## config.mk

```make
export PLATFORM = sky130hd
export DESIGN_NAME = address_descriptor_list_parser_top
export DESIGN_NICKNAME = d
export VERILOG_FILES = /design/src/rtl/core/adlp_pkg.sv /design/src/rtl/core/adlp_front.sv /design/src/rtl/core/adlp_queue.sv /design/src/rtl/core/adlp_back.sv /design/src/rtl/core/address_descriptor_list_parser_top.sv
export VERILOG_INCLUDE_DIRS = /design/src /design/src/rtl/core
export SDC_FILE = /design/constraint.sdc
export NUM_CORES = 1
export LEC_CHECK = 0
export ABC_CLOCK_PERIOD_IN_PS = 2600
export BUFFER_PORTS_ARGS = -buffer_cell sky130_fd_sc_hd__buf_2
export CAP_MARGIN = 20
export CORE_ASPECT_RATIO = 1.4
export CORE_MARGIN = 3
export CORE_UTILIZATION = 55
export CTS_CLUSTER_DIAMETER = 40
export DETAILED_ROUTE_END_ITERATION = 8
export GPL_TIMING_DRIVEN = 0
export PLACE_DENSITY = 0.74
export REMOVE_ABC_BUFFERS = 1
export SLEW_MARGIN = 20
export SYNTH_ARGS = -nofsm -noshare
export SYNTH_HDL_FRONTEND = slang
export SYNTH_SLANG_ARGS = --single-unit
```

## constraint.sdc

```tcl
create_clock -name clk -period 2.6 [get_ports clk]
set_input_delay 0.13 -clock clk [delete_from_list [all_inputs] [get_ports clk]]
set_output_delay 0.13 -clock clk [all_outputs]
set_load 0.005 [all_outputs]
```

## src/rtl/core/assert_macros.svh

```systemverilog
// Assertion helpers shared by the RTL.
// Simulation gets concurrent assertions; synthesis sees nothing.
`ifndef ASSERT_MACROS_SVH
`define ASSERT_MACROS_SVH

`ifndef SYNTHESIS

// Checked on every rising edge outside reset.
`define ADLP_ASSERT(label, clk, rst, prop) \
  label: assert property (@(posedge clk) disable iff (rst) prop) \
    else $error("assertion failed: %m");

// Condition that must never be seen outside reset.
`define ADLP_NEVER(label, clk, rst, cond) \
  label: assert property (@(posedge clk) disable iff (rst) !(cond)) \
    else $error("forbidden condition: %m");

`else

`define ADLP_ASSERT(label, clk, rst, prop)
`define ADLP_NEVER(label, clk, rst, cond)

`endif

`endif

```

## src/rtl/core/adlp_pkg.sv

```systemverilog
package adlp_pkg;

  // Input transfer: one byte of the serialized list.
  typedef struct packed {
    logic [7:0] data_byte;
    logic       last_byte;
  } in_item_t;

  // Output transfer: classification of one byte.
  typedef struct packed {
    logic [7:0] byte_out;
    logic [2:0] byte_role;
    logic [2:0] addr_kind;
    logic [7:0] addr_index;
    logic       descriptor_done;
    logic [1:0] list_status;
  } out_item_t;

  // Queue status seen by the front and back parts.
  typedef struct packed {
    logic full;
    logic empty;
  } q_status_t;

  // Byte roles
  localparam logic [2:0] ROLE_TYPE    = 3'd0;
  localparam logic [2:0] ROLE_LENGTH  = 3'd1;
  localparam logic [2:0] ROLE_ADDR    = 3'd2;
  localparam logic [2:0] ROLE_PORT_HI = 3'd3;
  localparam logic [2:0] ROLE_PORT_LO = 3'd4;
  localparam logic [2:0] ROLE_IGNORED = 3'd5;

  // Address kinds
  localparam logic [2:0] KIND_IPV4   = 3'd0;
  localparam logic [2:0] KIND_IPV6   = 3'd1;
  localparam logic [2:0] KIND_ONION2 = 3'd2;
  localparam logic [2:0] KIND_ONION3 = 3'd3;
  localparam logic [2:0] KIND_DNS    = 3'd4;

  // Type byte codes on the wire
  localparam logic [7:0] TYPE_CODE_IPV4   = 8'd1;
  localparam logic [7:0] TYPE_CODE_IPV6   = 8'd2;
  localparam logic [7:0] TYPE_CODE_ONION2 = 8'd3;
  localparam logic [7:0] TYPE_CODE_ONION3 = 8'd4;
  localparam logic [7:0] TYPE_CODE_DNS    = 8'd5;

  // Fixed address lengths
  localparam logic [7:0] LEN_IPV4   = 8'd4;
  localparam logic [7:0] LEN_IPV6   = 8'd16;
  localparam logic [7:0] LEN_ONION2 = 8'd10;
  localparam logic [7:0] LEN_ONION3 = 8'd35;

  // List status
  localparam logic [1:0] STATUS_RUNNING   = 2'd0;
  localparam logic [1:0] STATUS_CLEAN     = 2'd1;
  localparam logic [1:0] STATUS_STOPPED   = 2'd2;
  localparam logic [1:0] STATUS_MALFORMED = 2'd3;

endpackage

```

## src/rtl/core/adlp_front.sv

```systemverilog
// Front part: phase machine that classifies each accepted byte.
module adlp_front import adlp_pkg::*; (
  input  logic      clk,
  input  logic      rst,
  input  logic      in_valid,
  output logic      in_ready,
  input  in_item_t  in_data,
  input  q_status_t q_status,
  output logic      push,
  output out_item_t push_data
);

  typedef enum logic [2:0] {
    PH_TYPE  = 3'd0,
    PH_LEN   = 3'd1,
    PH_ADDR  = 3'd2,
    PH_PORTH = 3'd3,
    PH_PORTL = 3'd4,
    PH_STOP  = 3'd5
  } phase_t;

  phase_t     phase, phase_next;
  logic [2:0] kind, kind_next;
  logic [7:0] remain, remain_next;
  logic [7:0] position, position_next;
  logic       known;

  assign in_ready = !q_status.full;
  assign push     = in_valid && in_ready;

  // Classify the byte and work out the next parse state
  always_comb begin
    phase_next    = phase;
    kind_next     = kind;
    remain_next   = remain;
    position_next = position;
    known         = 1'b1;

    push_data                 = '0;
    push_data.byte_out        = in_data.data_byte;
    push_data.byte_role       = ROLE_IGNORED;
    push_data.addr_kind       = KIND_IPV4;
    push_data.addr_index      = 8'd0;
    push_data.descriptor_done = 1'b0;
    push_data.list_status     = STATUS_RUNNING;

    case (phase)
      PH_TYPE: begin
        push_data.byte_role = ROLE_TYPE;
        case (in_data.data_byte)
          TYPE_CODE_IPV4: begin
            kind_next   = KIND_IPV4;
            remain_next = LEN_IPV4;
          end
          TYPE_CODE_IPV6: begin
            kind_next   = KIND_IPV6;
            remain_next = LEN_IPV6;
          end
          TYPE_CODE_ONION2: begin
            kind_next   = KIND_ONION2;
            remain_next = LEN_ONION2;
          end
          TYPE_CODE_ONION3: begin
            kind_next   = KIND_ONION3;
            remain_next = LEN_ONION3;
          end
          TYPE_CODE_DNS: begin
            kind_next   = KIND_DNS;
            remain_next = 8'd0;
          end
          default: begin
            known                 = 1'b0;
            phase_next            = PH_STOP;
            push_data.list_status = STATUS_STOPPED;
          end
        endcase
        if (known) begin
          push_data.addr_kind = kind_next;
          position_next       = 8'd0;
          phase_next          = (kind_next == KIND_DNS) ? PH_LEN : PH_ADDR;
        end
      end
      PH_LEN: begin
        push_data.byte_role = ROLE_LENGTH;
        push_data.addr_kind = kind;
        remain_next         = in_data.data_byte;
        position_next       = 8'd0;
        // empty name skips straight to the port
        phase_next = (in_data.data_byte != 8'd0) ? PH_ADDR : PH_PORTH;
      end
      PH_ADDR: begin
        push_data.byte_role  = ROLE_ADDR;
        push_data.addr_kind  = kind;
        push_data.addr_index = position;
        position_next        = position + 8'd1;
        remain_next          = remain - 8'd1;
        if (remain_next == 8'd0) begin
          phase_next = PH_PORTH;
        end
      end
      PH_PORTH: begin
        push_data.byte_role = ROLE_PORT_HI;
        push_data.addr_kind = kind;
        phase_next          = PH_PORTL;
      end
      PH_PORTL: begin
        push_data.byte_role       = ROLE_PORT_LO;
        push_data.addr_kind       = kind;
        push_data.descriptor_done = 1'b1;
        phase_next                = PH_TYPE;
      end
      default: begin
        push_data.byte_role   = ROLE_IGNORED;
        push_data.list_status = STATUS_STOPPED;
      end
    endcase

    // End of list: report and return to the reset state
    if (in_data.last_byte) begin
      if (phase_next == PH_TYPE) begin
        push_data.list_status = STATUS_CLEAN;
      end else if (phase_next == PH_STOP) begin
        push_data.list_status = STATUS_STOPPED;
      end else begin
        push_data.list_status = STATUS_MALFORMED;
      end
      phase_next    = PH_TYPE;
      kind_next     = KIND_IPV4;
      remain_next   = 8'd0;
      position_next = 8'd0;
    end
  end

  // Parse state, advanced on each input transfer
  always_ff @(posedge clk) begin
    if (rst) begin
      phase    <= PH_TYPE;
      kind     <= KIND_IPV4;
      remain   <= 8'd0;
      position <= 8'd0;
    end else if (push) begin
      phase    <= phase_next;
      kind     <= kind_next;
      remain   <= remain_next;
      position <= position_next;
    end
  end

endmodule

```

## src/rtl/core/adlp_queue.sv

```systemverilog
`include "assert_macros.svh"

// Short queue between the front and back parts.
module adlp_queue import adlp_pkg::*; #(
  parameter int DEPTH = 2
) (
  input  logic      clk,
  input  logic      rst,
  input  logic      push,
  input  out_item_t push_data,
  input  logic      pop,
  output out_item_t head_data,
  output q_status_t status
);

  localparam int AW = $clog2(DEPTH);
  localparam int CW = $clog2(DEPTH + 1);

  out_item_t       entries [DEPTH];
  logic [AW-1:0]   wr_ptr;
  logic [AW-1:0]   rd_ptr;
  logic [CW-1:0]   count;

  assign status.full  = (count == CW'(DEPTH));
  assign status.empty = (count == '0);
  assign head_data    = entries[rd_ptr];

  // Storage
  always_ff @(posedge clk) begin
    if (push) begin
      entries[wr_ptr] <= push_data;
    end
  end

  // Pointers and fill count
  always_ff @(posedge clk) begin
    if (rst) begin
      wr_ptr <= '0;
      rd_ptr <= '0;
      count  <= '0;
    end else begin
      if (push) begin
        wr_ptr <= (wr_ptr == AW'(DEPTH - 1)) ? '0 : wr_ptr + 1'b1;
      end
      if (pop) begin
        rd_ptr <= (rd_ptr == AW'(DEPTH - 1)) ? '0 : rd_ptr + 1'b1;
      end
      if (push && !pop) begin
        count <= count + 1'b1;
      end else if (pop && !push) begin
        count <= count - 1'b1;
      end
    end
  end

  `ADLP_NEVER(a_no_overflow, clk, rst, push && status.full)
  `ADLP_NEVER(a_no_underflow, clk, rst, pop && status.empty)
  `ADLP_ASSERT(a_count_up, clk, rst, (push && !pop) |=> (count == $past(count) + 1'b1))
  `ADLP_ASSERT(a_ptr_match, clk, rst, status.empty |-> (wr_ptr == rd_ptr))

endmodule

```

## src/rtl/core/adlp_back.sv

```systemverilog
// Back part: output register fed from the queue head.
module adlp_back import adlp_pkg::*; (
  input  logic      clk,
  input  logic      rst,
  input  q_status_t q_status,
  input  out_item_t head_data,
  output logic      pop,
  output logic      out_valid,
  input  logic      out_ready,
  output out_item_t out_data
);

  // Refill when the register is empty or being drained
  assign pop = !q_status.empty && (!out_valid || out_ready);

  always_ff @(posedge clk) begin
    if (rst) begin
      out_valid <= 1'b0;
    end else if (pop) begin
      out_valid <= 1'b1;
    end else if (out_ready) begin
      out_valid <= 1'b0;
    end
  end

  // Payload needs no reset
  always_ff @(posedge clk) begin
    if (pop) begin
      out_data <= head_data;
    end
  end

endmodule

```

## src/rtl/core/address_descriptor_list_parser_top.sv

```systemverilog
// Channel | Direction | Handshake            | Payload
// input   | in        | in_valid / in_ready  | in_data  (in_item_t: byte, last mark)
// output  | out       | out_valid / out_ready| out_data (out_item_t: role, kind, ...)
//
// One byte is accepted per cycle unless the queue is full; each yields one result.
// The front phase machine classifies a byte combinationally, so throughput
// is one transfer per clock while the output side keeps up.
// in_ready drops only when the queue (QUEUE_DEPTH entries) is full.
// Synchronous reset empties the queue and output register and returns the
// parser to expecting a type byte.
module address_descriptor_list_parser_top import adlp_pkg::*; #(
  parameter int QUEUE_DEPTH = 2
) (
  input  logic      clk,
  input  logic      rst,
  input  logic      in_valid,
  output logic      in_ready,
  input  in_item_t  in_data,
  output logic      out_valid,
  input  logic      out_ready,
  output out_item_t out_data
);

  logic      push;
  logic      pop;
  out_item_t push_data;
  out_item_t head_data;
  q_status_t q_status;

  adlp_front u_front (
    .clk       (clk),
    .rst       (rst),
    .in_valid  (in_valid),
    .in_ready  (in_ready),
    .in_data   (in_data),
    .q_status  (q_status),
    .push      (push),
    .push_data (push_data)
  );

  adlp_queue #(
    .DEPTH (QUEUE_DEPTH)
  ) u_queue (
    .clk       (clk),
    .rst       (rst),
    .push      (push),
    .push_data (push_data),
    .pop       (pop),
    .head_data (head_data),
    .status    (q_status)
  );

  adlp_back u_back (
    .clk       (clk),
    .rst       (rst),
    .q_status  (q_status),
    .head_data (head_data),
    .pop       (pop),
    .out_valid (out_valid),
    .out_ready (out_ready),
    .out_data  (out_data)
  );

endmodule
```

Yosys cells after proc, flatten, opt, wreduce, memory -nomap -nowiden
Memory sizes are Yosys's and may differ from the RTL's. A register that Yosys moved wholly into a read port is not among the register bits.
Cells that the tools add are included.
{"block": "totals", "regBits": 27, "mem_bits_rw": 50, "input_bits": 13, "out_inout_bits": 27, "mem_count": 1}
{"block": "op_classes", "add_sub_neg": 6, "n_eq_ne": 14, "n_mux": 37, "n_reduce_logical": 24}
{"name": "u_queue.entries", "words": 2, "word_bits": 25, "read_ports": 1, "rd_clocked_by_memory_dff": 1, "write_ports": 1, "line_no": "adlp_queue.sv:19", "source": "out_item_t entries [DEPTH];"}
{"operator": "one-hot mux 8 bit (3 select lines)", "count": 2}
{"operator": "one-hot mux 3 bit (5 select lines)", "count": 3}
{"operator": "one-hot mux 8 bit (5 select lines)", "count": 1}
{"operator": "two-way mux 8 bit", "count": 4}
{"operator": "two-way mux 3 bit", "count": 8}
{"operator": "== test 8 x 2 -> 1 bit (second input constant)", "count": 2}
{"operator": "== test 8 x 3 -> 1 bit (second input constant)", "count": 2}
{"operator": "two-way mux 2 bit", "count": 6}
{"operator": "two-way mux 1 bit", "count": 11}
{"operator": "== test 3 bit (second input constant)", "count": 3}
{"operator": "adder 8 x 1 -> 8 bit (second input constant)", "count": 1}
{"operator": "== test 8 x 1 -> 1 bit (second input constant)", "count": 1}
{"operator": "logical NOT 8 bit", "count": 1}
{"operator": "nonzero test 8 bit", "count": 1}
{"operator": "subtractor 8 x 1 -> 8 bit (second input constant)", "count": 1}
{"operator": "inequality test 7 bit (second input constant)", "count": 1}
{"operator": "== test 3 x 2 -> 1 bit (second input constant)", "count": 2}
{"operator": "logical NOT 3 bit", "count": 2}
{"operator": "one-hot mux 3 bit (2 select lines)", "count": 1}
{"operator": "AND reduction 3 bit", "count": 2}
{"operator": "nonzero test 2 bit", "count": 3}
{"operator": "logical NOT 1 bit", "count": 5}
{"operator": "OR reduction 5 bit", "count": 1}
{"operator": "logical AND 1 bit", "count": 4}
{"operator": "other kinds (12)", "count": 13}

Depth between registers and ports, before layout
{"block": "depth", "ltp_word": 11, "mapped_depth": 9, "ltp_nobuf": 7}

Hierarchy
Synthesis repeated with hierarchy kept, for this count alone.
{"block": "hier_totals", "cells_unflattened": 369, "area_unflattened_um2": 4583.1}
{"module": "adlp_queue", "n_inst": 1, "cells_per_inst": 100, "area_per_inst_um2": 2010.7, "seq_area_each_um2": 1601.5}
{"module": "adlp_front", "n_inst": 1, "cells_per_inst": 240, "area_per_inst_um2": 1765.4, "seq_area_each_um2": 440.4}
{"module": "adlp_back", "n_inst": 1, "cells_per_inst": 29, "area_per_inst_um2": 807.0, "seq_area_each_um2": 770.7}

Least setup slack after synthesis
Ideal clock, no wire load.
{"block": "synth_timing", "path_kind": "register -> register", "from": "register u_queue.count[0]", "to": "memory u_queue.entries[0][0] in the netlist's numbering, enable pin", "t_arrival_ps": 1982, "required_time_ps": 2193, "path_slack_ps": 211, "path_stages_with_launch": 5, "path_buffers": 1, "period_less_slack_ps": 2389, "path_cell_list": "dfxtp_1 > nand2b_1 > nand2_1 > buf_2 > nor2_1"}
{"block": "synth_via", "elab_chain_cells": 5}
{"item": "start: declaration", "line_no": "adlp_queue.sv:22", "source": "logic [CW-1:0] count;"}
{"item": "start signal: assignment", "line_no": "adlp_queue.sv:49", "source": "count <= count + 1'b1;"}
{"item": "start signal: assignment", "line_no": "adlp_queue.sv:51", "source": "count <= count - 1'b1;"}
{"item": "== test 2 bit", "line_no": "adlp_queue.sv:24", "source": "assign status.full = (count == CW'(DEPTH));"}
{"item": "logical NOT 1 bit", "line_no": "adlp_front.sv:28", "source": "assign in_ready = !q_status.full;"}
{"item": "net in_ready", "line_no": "address_descriptor_list_parser_top.sv:17", "source": "output logic in_ready,"}
{"item": "logical AND 1 bit", "line_no": "adlp_front.sv:29", "source": "assign push = in_valid && in_ready;"}
{"item": "two-way mux 1 bit", "line_no": "adlp_queue.sv:30", "source": "if (push) begin"}
{"item": "two-way mux 1 bit (not written as such)", "line_no": "adlp_queue.sv:31", "source": "entries[wr_ptr] <= push_data;"}
{"item": "end: declaration", "line_no": "adlp_queue.sv:19"}
The timed path passes the listed nets, and every way through them passes these cells.

Final worst setup path
{"block": "layout_timing", "from": "register u_front.phase[1]", "to": "register u_front.remain[3]"}
{"block": "layout_via", "elab_chain_cells": 3, "elab_cells_between_ends": 8}
{"item": "start: declaration", "line_no": "adlp_front.sv:22", "source": "phase_t phase, phase_next;"}
{"item": "start signal: assignment", "line_no": "adlp_front.sv:142", "source": "phase <= phase_next;"}
{"item": "logical NOT 3 bit (tied with other cells)", "line_no": "adlp_front.sv:47", "source": "case (phase)"}
{"item": "inequality test 7 bit (no source line) (tied with other cells)"}
{"item": "AND reduction 3 bit (no source line) or two-way mux 8 bit (tied branches)"}
{"item": "end signal: assignment", "line_no": "adlp_front.sv:144", "source": "remain <= remain_next;"}
{"item": "end: declaration", "line_no": "adlp_front.sv:24", "source": "logic [7:0] remain, remain_next;"}
Several ways; a longest one is shown, not always the timed one.
A chain may end at the register's enable or synchronous reset.

==> impl_metrics.json <==
{
  "status": "complete, no violations",
  "antenna_found_initial": 0,
  "crit_arrival_ns": 2.64,
  "grt_max_degree": 27,
  "rsz0062_at_grt": "no",
  "stdcell_area_sq_mm": 0.005250,
  "dp_hpwl_um": 6116,
  "setup_viol": 0,
  "clock.fmax_mhz": 418.3,
  "path_cells": "nor2b_1 > o21a_2 > a211o_1 > nand2_1 > o41ai_1",
  "io_buffers": 39,
  "rows": 39,
  "via_per_inst": 6.140,
  "clockBufferDepth": 2,
  "synth_seq_cells": 102,
  "drc": 0,
  "cts_buffers": 9,
  "syn_inst": 393,
  "diodes": 0,
  "placed_cells": 509,
  "crit_type": "reg -> reg",
  "crit_path_start_kind": "register",
  "finalPower_mw": 4.835,
  "ios": 40,
  "cts_setup_buffers": 0,
  "die_w_um": 84.25,
  "worst_path_dominant_cell_family": "compound AO/OA/AOI/OAI gates",
  "syn_area_sq_mm": 0.004715,
  "seq_area_frac_synth": 0.5924,
  "ys_types": 60,
  "holdBufCountCts": 0,
  "end_kind": "register",
  "drv_cap": 0,
  "htree_levels": 3,
  "slew_headroom": 0.3469,
  "area_delta_synth_final_pct": 11.36,
  "synth.avg_cell_area_sq_um": 12.00,
  "vias": 3236,
  "fin_crit_ns": 2.391,
  "initial_core_util": 0.5717,
  "critPathBufInv": 0,
  "vdd_drop_max_v": 0.0006015,
  "hold_path.class": "in -> reg",
  "period_share": 0.9195,
  "async_flop_share": 0,
  "coreArea_sq_mm": 0.008247,
  "tritoncts": "built",
  "grt_pass1_vias": 2998,
  "clock-sinks": 102,
  "worstPathMaxFanout": 18,
  "grt_pass1_wl_um": 15020,
  "tightest_slew_ns": 0.9715,
  "dieHeight_um": 115.5,
  "drt_wl_total_um": 9453,
  "drt_first_iter_violations": 156,
  "p_leak_nw": 1.813,
  "crit_required_ns": 2.84,
  "ys_warn_count": 0,
  "cts_root_buf": "clkbuf_16",
  "grt_use_total": 0.1980,
  "synth_edf_count": 75,
  "max_stage_delay_ns": 0.70,
  "drv_slew": 0,
  "wire_per_inst_um": 17.94,
  "powerDensity_mw_per_mm2": 920.9,
  "fillers": 644,
  "clock_skew_ns": 0.004712,
  "detail-route-antenna-nets": 0,
  "drive_gt1_frac": 0.2447,
  "final-hold-violation-count": 0,
  "firstDrtPassIters": 5,
  "clk_latency_ns": 0.34,
  "dpl-instance-area_sq_mm": 0.004922,
  "clk_pin_slew_ns": 0.07,
  "stdcell_count": 527,
  "gp_congestion": 0.9138,
  "overflow": 0,
  "slowest_stage": "dfxtp_1",
  "ys.flop_type": "edfxtp_1",
  "die_area_sq_mm": 0.009735,
  "nNetsFinal": 437
}
==> cells in the mapped netlist, drive strengths merged (4+ instances only) <==
library cell | number | area share
inv | 12 | 0.0096
and3 | 6 | 0.0090
nor3 | 11 | 0.012
clkbuf | 14 | 0.011
nand2b | 5 | 0.0066
nand2 | 13 | 0.010
buf | 11 | 0.017
ha | 4 | 0.011
o2111ai | 6 | 0.011
mux2 | 25 | 0.060
a31oi | 8 | 0.011
nor2b | 6 | 0.0080
and2 | 9 | 0.012
dfxtp | 27 | 0.11
o21ai | 31 | 0.038
nand3 | 8 | 0.0085
edfxtp | 75 | 0.48
nor2 | 25 | 0.020
a21oi | 23 | 0.028
a22oi | 4 | 0.0064
o31ai | 6 | 0.0096
or3 | 10 | 0.014
xnor2 | 8 | 0.015
==> sequential cells by signal, indices dropped and copies added (netlist names), 2 cells and up <==
| register | cells |
|---|---|
| u_back.out_data | 25 |
| u_queue.entries | 50 |
| u_front.phase | 3 |
| u_front.remain | 8 |
| u_front.position | 8 |
| u_queue.count | 2 |
| u_front.kind | 3 |
==> metal layers <==
metal | routed length (um) | share of wire | GRT usage
met2 | 4664 | 0.49 | 0.3251
met5 | 0 | 0 | 0
met4 | 282 | 0.030 | 0.07725
met3 | 623 | 0.066 | 0.04623
met1 | 3882 | 0.41 | 0.2565
==> worst register-to-register path, stage by stage (launching register included) <==
cell	delay (ns)
dfxtp_1	0.70
nor2b_1	0.49
o21a_2	0.33
a211o_1	0.29
nand2_1	0.13
o41ai_1	0.36
==> power breakdown <==
part,switching [mW],internal (mW)
clock network,0.585,0.748
logic,0.633,0.455
registers,0.195,2.22
==> final timing paths <==
check                      start                endpoint  slack [ns]  cells past startpoint
max             u_front.phase[1]       u_front.remain[3]        0.21                      5
min                   in_data[6]  u_queue.entries[0][22]        0.05                      1
min reg2reg  u_front.position[7]     u_front.position[7]        0.49                      2
max reg2reg     u_front.phase[1]       u_front.remain[3]        0.21                      5
==> cell type report <==
| cell class | instances | area, sq um | share of cell area |
|---|---|---|---|
| clock inverters | 7 | 71.32 | 0.01358 |
| multi-input cells | 255 | 1783 | 0.3396 |
| inverters | 12 | 48.80 | 0.009295 |
| repair inverters | 1 | 5.005 | 0.0009533 |
| repair buffers | 39 | 195.2 | 0.03718 |
| well taps | 102 | 127.6 | 0.02431 |
| clock buffers | 9 | 225.2 | 0.04290 |
| flip-flops and latches | 102 | 2794 | 0.5322 |
==> placed cells by master, fill, tap and decap left out, types with 4 or more instances in the layout <==
cell / count
nand2_1: 12
dfxtp_1: 26
inv_1: 10
nor3_1: 11
mux2_2: 25
o21ai_0: 23
and2_1: 9
a21oi_1: 19
edfxtp_1: 75
buf_2: 39
a21oi_2: 4
nor2b_1: 6
ha_1: 4
xnor2_1: 8
o2111ai_1: 6
o31ai_1: 6
o21ai_2: 6
or3_1: 9
and3_1: 4
nand2b_1: 5
nand3_1: 8
a31oi_1: 8
nor2_1: 24
clkbuf_16: 9
a22oi_1: 4
==> metrics by stage <==
stage / TNS, ns / utilization / setup WS (ns) / hold WS, ns
after global routing: 0 / 0.6366 / 0.09789 / 0.05211
final: 0 / 0.6366 / 0.2094 / 0.04963
after CTS: 0 / 0.6331 / 0.05782 / 0.04123
after global placement: -17.02 / 0.5948 / -0.6018 / 0.3944
after detailed placement: -0.08257 / 0.5969 / -0.08257 / 0.3928
after floorplan: 0 / - / 0.1894 / 0.1924
==> what timing repair did <==
item | CTS | global route
pin swaps | 0 | 1
hold endpoints to repair | 0 | 0
resized for setup | 1 | 2
setup endpoints to repair | 1 | 14
cloned | 0 | 2
==> cells by family (layout without fill, tap and decap cells) <==
kind of cell / Yosys count / count (layout) / synth area share
compound gates: 105 / 106 / 0.1526
xor+xnor: 10 / 10 / 0.01858
fa+ha+maj: 4 / 4 / 0.01062
buf+inv: 37 / 68 / 0.03769
flops: 102 / 102 / 0.5924
mux: 26 / 26 / 0.06184
simple gates: 109 / 109 / 0.1263
Note: power is estimated with default switching activity, not from simulation.
